**config.mk**
```make
export PLATFORM = sky130hd
export DESIGN_NAME = qph_ctrl
export DESIGN_NICKNAME = d
export VERILOG_FILES = /design/src/rtl/core/qph_pkg.sv /design/src/rtl/core/qph_ctrl.sv
export SDC_FILE = /design/constraint.sdc
export NUM_CORES = 1
export LEC_CHECK = 0
export BUFFER_PORTS_ARGS = -buffer_cell sky130_fd_sc_hd__buf_2
export CAP_MARGIN = 20
export CORE_UTILIZATION = 46
export CTS_CLUSTER_SIZE = 30
export DETAILED_ROUTE_END_ITERATION = 8
export PLACE_DENSITY = 0.77
export SLEW_MARGIN = 20
export SYNTH_ARGS = -nofsm -noshare
export SYNTH_HDL_FRONTEND = slang
export SYNTH_SLANG_ARGS = --single-unit
export TNS_END_PERCENT = 5
```
**constraint.sdc**
```tcl
create_clock -name clk -period 2.3 [get_ports clk]
set_clock_uncertainty 0.1 [all_clocks]
set_input_delay 0.345 -clock clk [delete_from_list [all_inputs] [get_ports clk]]
set_output_delay 0.345 -clock clk [all_outputs]
set_load 0.01 [all_outputs]
```
**src/rtl/core/qph_pkg.sv**
```systemverilog
package qph_pkg;

	localparam int ACT_W   = 2;
	localparam int KEY_W   = 32;
	localparam int SIZE_W  = 11;
	localparam int SLOT_W  = 10;
	localparam int CNT_W   = 11;
	localparam int STAT_W  = 2;
	localparam int TAG_W   = 2;

	localparam logic [SIZE_W-1:0] SIZE_RESET = 11'd1021;

	typedef logic [ACT_W-1:0]  action_t;
	typedef logic [STAT_W-1:0] status_t;
	typedef logic [TAG_W-1:0]  tag_t;

	localparam action_t ACT_INSERT = 2'd0;
	localparam action_t ACT_SEARCH = 2'd1;
	localparam action_t ACT_DELETE = 2'd2;
	localparam action_t ACT_NOP    = 2'd3;

	localparam status_t ST_DONE    = 2'd0;
	localparam status_t ST_FULL    = 2'd1;
	localparam status_t ST_NO_SLOT = 2'd2;
	localparam status_t ST_MISS    = 2'd3;

	localparam tag_t TAG_EMPTY = 2'd0;
	localparam tag_t TAG_USED  = 2'd1;
	localparam tag_t TAG_GONE  = 2'd2;

	// controller to datapath
	typedef struct packed {
		logic    load_req;
		logic    div_start;
		logic    probe_init;
		logic    mem_rd;
		logic    probe_next;
		logic    wr_ins;
		logic    wr_del;
		logic    clr_wr;
		logic    rsp_load;
		status_t rsp_status;
		logic    rsp_found;
		logic    rsp_use_slot;
	} qph_cmd_t;

	// datapath to controller
	typedef struct packed {
		action_t action;
		logic    div_done;
		logic    clr_last;
		tag_t    tag;
		logic    key_match;
		logic    probe_last;
		logic    is_full;
		logic    out_free;
	} qph_sts_t;

endpackage

```
**src/rtl/core/qph_ctrl.sv**
```systemverilog
module qph_ctrl (
	input  logic               clk,
	input  logic               arst_n,
	input  logic               in_valid,
	output logic               in_ready,
	input  qph_pkg::qph_sts_t  sts,
	output qph_pkg::qph_cmd_t  cmd
);
	import qph_pkg::*;

	localparam logic [2:0] S_CLEAR = 3'd0;
	localparam logic [2:0] S_IDLE  = 3'd1;
	localparam logic [2:0] S_START = 3'd2;
	localparam logic [2:0] S_DIV   = 3'd3;
	localparam logic [2:0] S_RD    = 3'd4;
	localparam logic [2:0] S_CHK   = 3'd5;
	localparam logic [2:0] S_RSP   = 3'd6;

	logic [2:0] state_q;
	logic [2:0] state_nxt;
	status_t    rsp_status_q;
	logic       rsp_found_q;
	logic       rsp_slot_q;
	logic       rsp_set;
	status_t    rsp_status;
	logic       rsp_found;
	logic       rsp_slot;

	assign in_ready = (state_q == S_IDLE);

	always_comb begin
		cmd        = '0;
		state_nxt  = state_q;
		rsp_set    = 1'b0;
		rsp_status = ST_DONE;
		rsp_found  = 1'b0;
		rsp_slot   = 1'b0;
		unique case (state_q)
			S_CLEAR: begin
				cmd.clr_wr = 1'b1;
				if (sts.clr_last) begin
					state_nxt = S_IDLE;
				end
			end
			S_IDLE: begin
				if (in_valid) begin
					cmd.load_req = 1'b1;
					state_nxt    = S_START;
				end
			end
			S_START: begin
				if (sts.action == ACT_NOP) begin
					rsp_set   = 1'b1;
					state_nxt = S_RSP;
				end else if (sts.action == ACT_INSERT && sts.is_full) begin
					rsp_set    = 1'b1;
					rsp_status = ST_FULL;
					state_nxt  = S_RSP;
				end else begin
					cmd.div_start = 1'b1;
					state_nxt     = S_DIV;
				end
			end
			S_DIV: begin
				if (sts.div_done) begin
					cmd.probe_init = 1'b1;
					state_nxt      = S_RD;
				end
			end
			S_RD: begin
				cmd.mem_rd = 1'b1;
				state_nxt  = S_CHK;
			end
			S_CHK: begin
				if (sts.action == ACT_INSERT) begin
					if (sts.tag != TAG_USED) begin
						cmd.wr_ins = 1'b1;
						rsp_set    = 1'b1;
						rsp_slot   = 1'b1;
						state_nxt  = S_RSP;
					end else if (sts.probe_last) begin
						rsp_set    = 1'b1;
						rsp_status = ST_NO_SLOT;
						state_nxt  = S_RSP;
					end else begin
						cmd.probe_next = 1'b1;
						state_nxt      = S_RD;
					end
				end else begin
					if (sts.tag == TAG_EMPTY) begin
						rsp_set    = 1'b1;
						rsp_status = ST_MISS;
						state_nxt  = S_RSP;
					end else if (sts.tag == TAG_USED && sts.key_match) begin
						cmd.wr_del = (sts.action == ACT_DELETE);
						rsp_set    = 1'b1;
						rsp_found  = 1'b1;
						rsp_slot   = 1'b1;
						state_nxt  = S_RSP;
					end else if (sts.probe_last) begin
						rsp_set    = 1'b1;
						rsp_status = ST_MISS;
						state_nxt  = S_RSP;
					end else begin
						cmd.probe_next = 1'b1;
						state_nxt      = S_RD;
					end
				end
			end
			S_RSP: begin
				// wait for the output register to drain
				if (sts.out_free) begin
					cmd.rsp_load = 1'b1;
					state_nxt    = S_IDLE;
				end
			end
			default: begin
				state_nxt = S_IDLE;
			end
		endcase
		cmd.rsp_status   = rsp_status_q;
		cmd.rsp_found    = rsp_found_q;
		cmd.rsp_use_slot = rsp_slot_q;
	end

	always_ff @(posedge clk or negedge arst_n) begin
		if (!arst_n) begin
			state_q      <= S_CLEAR;
			rsp_status_q <= ST_DONE;
			rsp_found_q  <= 1'b0;
			rsp_slot_q   <= 1'b0;
		end else begin
			state_q <= state_nxt;
			if (rsp_set) begin
				rsp_status_q <= rsp_status;
				rsp_found_q  <= rsp_found;
				rsp_slot_q   <= rsp_slot;
			end
		end
	end
endmodule

```
==> results.sh, run 1 <==
export IMPL_diodes=0
export IMPL_row_count=13
export IMPL_post_drt_via_cell_ratio=5.504
export IMPL_crit_fanout=14
export IMPL_num_nets_final=127
export IMPL_yosysTopAreaCell="dfrtp_1"
export IMPL_ys_warn_count=0
export IMPL_vdd_ir_drop_max_mv=0.5304
export IMPL_synth_fp_nets=99
export IMPL_synth_top_area_share=0.2652
export IMPL_gp_congestion=0.9463
export IMPL_drive_above_1_share=0.3214
export IMPL_io_buffer_count=26
export IMPL_synth_edf_count=0
export IMPL_grt_setup_unrepaired="no"
export IMPL_drt_first_iter_violations=27
export IMPL_insertion_delay_ps=250
export IMPL_maxCapViolations=0
export IMPL_final_antenna_net_count=0
export IMPL_status="completed"
export IMPL_synth_area_um2=660.6
export IMPL_setup_tns_ps=0
export IMPL_fin_cells=127
export IMPL_numCtsBuffers=3
export IMPL_hold_viol_final=0
export IMPL_crit_required_ps=1860
export IMPL_post_route_drc_count=0
export IMPL_cp_end_kind="primary output"
export IMPL_worst_pin_slew_ps=435.5
export IMPL_cts_resized=0
export IMPL_dp_cells=122
export IMPL_die_w_um=39.90
export IMPL_hold_class="in -> reg"
export IMPL_vias=699
export IMPL_die_area_um2=1592
export IMPL_drt_wl_total_um=1493
export IMPL_cts_sinks=7
export IMPL_grt_max_degree=15
export IMPL_fin_ws_ps=320.1
export IMPL_syn_to_final_growth_pct=23.67
export IMPL_track_usage=0.2336
export IMPL_dieHeight_um=39.90
export IMPL_yosysSeqAreaShare=0.2652
export IMPL_cts_root_buf="clkbuf_4"
export IMPL_drv_slew=0
export IMPL_grt_pass1_wl_um=2463
export IMPL_period_minus_slack_ps=1980
export IMPL_antenna_found_initial=0
export IMPL_relSlewSlack=0.7096
export IMPL_dpl_hpwl_um=1144
export IMPL_post_route_util=0.6201
export IMPL_start_util=0.5014
export IMPL_coreArea_um2=1318
export IMPL_fmax_ghz=0.5051
export IMPL_grt_overflow=0
export IMPL_critPathLaunchType="register"
export IMPL_post_cts_buffers=0
export IMPL_synth_flop_cell="dfrtp_1"
export IMPL_finalCritPeriodShare=0.8608
export IMPL_arrival_ps=1530
export IMPL_ys_types=34
export IMPL_wl_per_cell_um=11.76
export IMPL_cts_tree="done"
export IMPL_synth_seq_cells=7
export IMPL_synth_cells=85
export IMPL_cts_max_path_buffers=2
export IMPL_async_flop_share=1.000
export IMPL_critPathKind="reg -> out"
export IMPL_post_place_ws_ps=412.7
export IMPL_p_per_area_nw_per_um2=1081
export IMPL_setup_viol_count_final=0
export IMPL_p_leak_nw=0.4076
export IMPL_htree_levels=1
export IMPL_synth_area_top_cells="dfrtp_1 (27%), nor2_1 (7.4%), nand2b_1 (5.7%)"
export IMPL_grt_pass1_vias=557
export IMPL_drtPass1Iterations=4
export IMPL_holdWs_ps=239.5
export IMPL_pin_count=27
export IMPL_cts_clk_slew_worst_paths_ps=50
export IMPL_syn_area_per_cell_um2=7.772
area by class of cell:
type,count,area [um2]
multi-input cells,68,430.4
well taps,15,18.77
clock buffers,4,26.28
inverters,5,18.77
flip-flops and latches,7,175.2
fillers,129,500.5
repair buffers,28,147.6
layout by cell type (no fill, tap or decap):
cell type / Yosys / final
or3_1: 1 / 1
a31oi_4: 1 / 1
clkbuf_4: 0 / 3
buf_4: 2 / 1
nor3_1: 4 / 4
nand2_1: 8 / 8
a21oi_2: 2 / 2
or3b_4: 2 / 2
mux2_1: 1 / 1
o21ai_0: 3 / 3
a2bb2oi_1: 1 / 1
and2_1: 1 / 1
nor2_1: 13 / 13
or2_2: 1 / 1
ha_1: 1 / 1
nand3b_1: 1 / 1
inv_1: 5 / 5
a22o_1: 1 / 1
a311oi_1: 1 / 1
a31oi_1: 1 / 1
nand2b_1: 6 / 6
dfrtp_1: 7 / 7
a32o_1: 1 / 1
a311o_1: 1 / 1
dlygate4sd3_1: 0 / 1
o32ai_1: 2 / 2
a21o_1: 2 / 2
clkbuf_1: 0 / 1
o211ai_1: 1 / 1
nor2b_1: 2 / 2
o221ai_1: 2 / 2
o22ai_1: 1 / 1
nand3_1: 1 / 1
a21oi_1: 5 / 5
buf_2: 2 / 26
nor4b_1: 1 / 1
worst max-delay path, stage by stage (launching register included):
cell and delay (ps):
dfrtp_1 590, or3b_4 460, nor2_1 100, buf_2 130
cell families after synthesis:
kind of cell | Yosys count | synth area share
flip-flops | 7 | 0.2652
multiplexers | 1 | 0.01704
buffers and inverters | 10 | 0.08333
AND/OR/NAND/NOR | 41 | 0.3201
AO/OA/AOI/OAI | 25 | 0.2955
adder cells (fa/ha/maj) | 1 | 0.01894
routing by layer:
layer,vias to the layer above,track usage,wire length (um)
li1,361,-,-
met1,311,0.3243,725
met2,25,0.3306,677
met3,2,0.01705,74
met4,0,0.1638,16
met5,-,0,0
timing repair:
item,in CTS,in global routing
endpoints found under the setup margin,0,0
hold buffers,1,0
endpoints found under the hold margin,7,0
path summary, 6_finish.rpt:
check                           startpoint               to  slack (ps)  cells after the start
hold reg to reg            rsp_status_q[0]  rsp_status_q[0]         370                      1
hold / removal                      sts[0]       state_q[2]         240                      2
setup reg to reg                state_q[1]       state_q[1]         410                      4
min in group asynchronous           arst_n  rsp_status_q[0]         350                      2
max in group asynchronous           arst_n       state_q[2]        1590                      2
setup / recovery                state_q[1]          cmd[11]         320                      3
cells in the mapped netlist (2+ instances only):
cell type,count
a21oi_2,2
nor2b_1,2
a21o_1,2
inv_1,5
buf_2,2
a21oi_1,5
nand2b_1,6
o221ai_1,2
or3b_4,2
nand2_1,8
o21ai_0,3
dfrtp_1,7
buf_4,2
o32ai_1,2
nor2_1,13
nor3_1,4
sequential cells by signal, indices dropped and copies added (netlist names):
register / cells
rsp_found_q: 1
state_q: 3
rsp_slot_q: 1
rsp_status_q: 2
power by group:
| group | switching (mW) | internal, mW |
|---|---|---|
| combinational | 0.257 | 0.241 |
| clock | 0.0441 | 0.0661 |
| sequential | 0.0962 | 0.178 |
| total | 0.398 | 0.485 |
per-stage QoR:
step           power (mW)  area [um2]
2_1_floorplan      0.6559       660.6
3_3_place_gp       0.7646       780.7
3_5_place_dp       0.7711       780.7
4_1_cts            0.8867       817.0
5_1_grt            0.9698       817.0
6_report           0.8829       817.0
Note: power is estimated with default switching activity, not from simulation.
==> inputs of run 2 (changes only) <==
--- a/config.mk
+++ b/config.mk
@@ -5,8 +5,11 @@
 export SDC_FILE = /design/constraint.sdc
 export NUM_CORES = 1
 export LEC_CHECK = 0
+export ABC_AREA = 1
 export BUFFER_PORTS_ARGS = -buffer_cell sky130_fd_sc_hd__buf_2
 export CAP_MARGIN = 20
+export CORE_ASPECT_RATIO = 0.9
+export CORE_MARGIN = 2
 export CORE_UTILIZATION = 46
 export CTS_CLUSTER_SIZE = 30
 export DETAILED_ROUTE_END_ITERATION = 8
==> run 2 against run 1 <==
Against the previous run:
- critical path type unchanged
- synthesized area is 1.1% higher
- sequential power fell by 5%
- final cell count is 12% higher
- first-iteration DRC count shrank 63%
- maximum frequency up 3.1%
- combinational power down 5.0%
- setup slack improved by 60 ps
- count of clock-buffer cells in the layout unchanged
- sequential cell count is the same
- routed wire length decreased by 8.6%
- cell area down 0.15%
==> results.sh, run 2 <==
export IMPL_synth_top_family_by_area="simple AND/OR/NAND/NOR gates"
export IMPL_yosysTopAreaCell="dfrtp_1"
export IMPL_die_area_um2=1774
export IMPL_worstSetupEndpoint="cmd[6]"
export IMPL_track_usage=0.1683
export IMPL_grt_busiest_layer="met2"
export IMPL_path_buf_inv=1
export IMPL_grt_pass1_wl_um=2139
export IMPL_crit_fanout=9
export IMPL_start_util=0.4776
export IMPL_regArea_um2=175.2
export IMPL_yosysMostFrequentCell="nand2_1"
export IMPL_critPathLaunchType="register"
export IMPL_gp_congestion=0.7999
export IMPL_dpl_hpwl_um=1101
export IMPL_grt_pass1_vias=522
export IMPL_row_count=13
export IMPL_pin_count=27
export IMPL_cts_max_path_buffers=2
export IMPL_synth_compound_area_frac=0.07116
export IMPL_synthAdderAreaFrac=0.01873
export IMPL_p_leak_nw=0.4944
export IMPL_async_flop_share=1.000
export IMPL_period_minus_slack_ps=1920
export IMPL_coreArea_um2=1399
export IMPL_final_common_cell="buf_2"
export IMPL_antenna_found_initial=0
export IMPL_synth_cells=100
export IMPL_io_buffer_count=26
export IMPL_synth_area_um2=668.1
export IMPL_post_place_ws_ps=666.4
export IMPL_vdd_ir_drop_max_mv=0.5010
export IMPL_worst_pin_slew_ps=463.6
export IMPL_drt_wl_total_um=1365
export IMPL_drv_slew=0
export IMPL_fmax_ghz=0.5209
export IMPL_synth_area_top_cells="dfrtp_1 (26%), nand2_1 (13%), inv_1 (9.0%)"
export IMPL_cts_root_buf="clkbuf_4"
export IMPL_vias=685
export IMPL_yosys_area_share_simple=0.4719
export IMPL_synth_seq_cells=7
export IMPL_num_nets_final=142
export IMPL_yosysSeqAreaShare=0.2622
export IMPL_synth_top_area_share=0.2622
export IMPL_relSlewSlack=0.6910
export IMPL_cp_end_kind="primary output"
export IMPL_cts_sinks=7
export IMPL_drt_first_iter_violations=10
export IMPL_multi_input_area_um2=375.4
export IMPL_synth_flop_cell="dfrtp_1"
export IMPL_hold_class="in -> reg"
export IMPL_crit_required_ps=1860
export IMPL_post_drt_via_cell_ratio=4.824
export IMPL_synth_fp_nets=114
export IMPL_synth_edf_count=0
export IMPL_post_route_drc_count=0
export IMPL_critical_path_startpoint="state_q[2]"
export IMPL_grt_setup_unrepaired="no"
export IMPL_r2r_setup_slack_ps=750
export IMPL_cts_tree="done"
export IMPL_rr_endpoint="state_q[2]"
export IMPL_grt_max_degree=11
export IMPL_maxCapViolations=0
export IMPL_setup_tns_ps=0
export IMPL_regMostFlops="state_q"
export IMPL_met2_usage=0.2574
export IMPL_syn_area_per_cell_um2=6.681
export IMPL_cp_top_family="flip-flops"
export IMPL_status="completed"
export IMPL_layout_common_cells="buf_2 (26), nand2_1 (24), inv_1 (16)"
export IMPL_critPathKind="reg -> out"
export IMPL_finalCritPeriodShare=0.8346
export IMPL_hold_viol_final=0
export IMPL_muxShareOfSynthArea=0
export IMPL_die_w_um=44.17
export IMPL_p_per_area_nw_per_um2=1042
export IMPL_numCtsBuffers=3
export IMPL_cp_depth=3
export IMPL_regToRegStartpoint="state_q[2]"
export IMPL_synth_common_cells="nand2_1 (24), inv_1 (16), nor2_1 (10)"
export IMPL_drive_above_1_share=0.3465
export IMPL_insertion_delay_ps=260
export IMPL_cts_clk_slew_worst_paths_ps=50
export IMPL_min_delay_start="sts[0]"
export IMPL_fin_ws_ps=380.4
export IMPL_wl_per_cell_um=9.613
export IMPL_synthXorXnorAreaFrac=0
export IMPL_cp_slowest_stage_delay_ps=620
export IMPL_drtPass1Iterations=3
export IMPL_cp_cell_sequence="nand3_4, nor4_1, buf_2"
export IMPL_nFillCells=131
export IMPL_htree_levels=1
export IMPL_met3_usage=0.05405
export IMPL_grt_overflow=0
export IMPL_cp_slowest_cell="dfrtp_1"
export IMPL_arrival_ps=1470
export IMPL_reg2reg_depth=6
export IMPL_ys_types=22
export IMPL_largest_reg_flops=3
export IMPL_cts_resized=0
export IMPL_final_antenna_net_count=0
export IMPL_top_regs="state_q: 3 flops, rsp_status_q: 2 flops"
export IMPL_setup_viol_count_final=0
export IMPL_syn_to_final_growth_pct=22.10
export IMPL_ys_warn_count=0
export IMPL_dieHeight_um=40.16
export IMPL_use_met1=0.2285
export IMPL_diodes=0
## run 2: worst min-delay path, cell delays in order
cell and delay, ps:
buf_2 70, inv_1 40, nand3_1 100, nand2_1 60
## run 2: final cells by class
type                            count  area share
Timing Repair Buffer               27      0.1718
Clock buffer                        4     0.03221
Sequential cell                     7      0.2147
Tap cell                           15     0.02301
Multi-Input combinational cell     69      0.4601
Inverter                           20     0.09816
## run 2: how the worst min path moves through the flow
stage / endpoint / slack (ps) / cells past startpoint
finish: state_q[2] / 300 / 4
global route: state_q[2] / 350 / 4
CTS: state_q[2] / 300 / 4
detailed placement: rsp_status_q[1] / 80 / 1
global placement: rsp_status_q[1] / 90 / 1
floorplan: rsp_found_q / -50 / 0
## run 2: routing by layer
metal	vias up	part of all wire	wire length, um
met4	0	0	0
met5	-	0	0
met2	17	0.47	645
li1	371	-	-
met3	0	0.049	67
met1	297	0.48	651
## run 2: timing repair
item,CTS,global route
hold buffers,1,0
endpoints found under the hold margin,7,0
setup buffers,0,0
## run 2: power by group
group | total (mW) | leakage (nW) | internal (mW) | switching [mW]
clock network | 0.115 | 0.0150 | 0.0664 | 0.0485
registers | 0.261 | 0.0914 | 0.174 | 0.0869
logic | 0.474 | 0.388 | 0.198 | 0.277
total | 0.850 | 0.494 | 0.438 | 0.412
## run 2: logic make-up after synthesis
group	Yosys count
compound gates	9
fa+ha+maj	1
buf+inv	24
flops	7
simple gates	59
## run 2: per-stage QoR
| step | cell area (um2) | util | total power [mW] | hold WS, ps | instances |
|---|---|---|---|---|---|
| 6_report | 815.8 | 0.5832 | 0.8501 | 301.3 | 142 |
| 3_3_place_gp | 779.5 | 0.5572 | 0.7355 | 85.97 | 137 |
| 3_5_place_dp | 779.5 | 0.5572 | 0.7400 | 84.90 | 137 |
| 4_1_cts | 815.8 | 0.5832 | 0.8599 | 300.3 | 142 |
| 5_1_grt | 815.8 | 0.5832 | 0.9382 | 347.1 | 142 |
| 2_1_floorplan | 668.1 | - | 0.6599 | -50.59 | 100 |
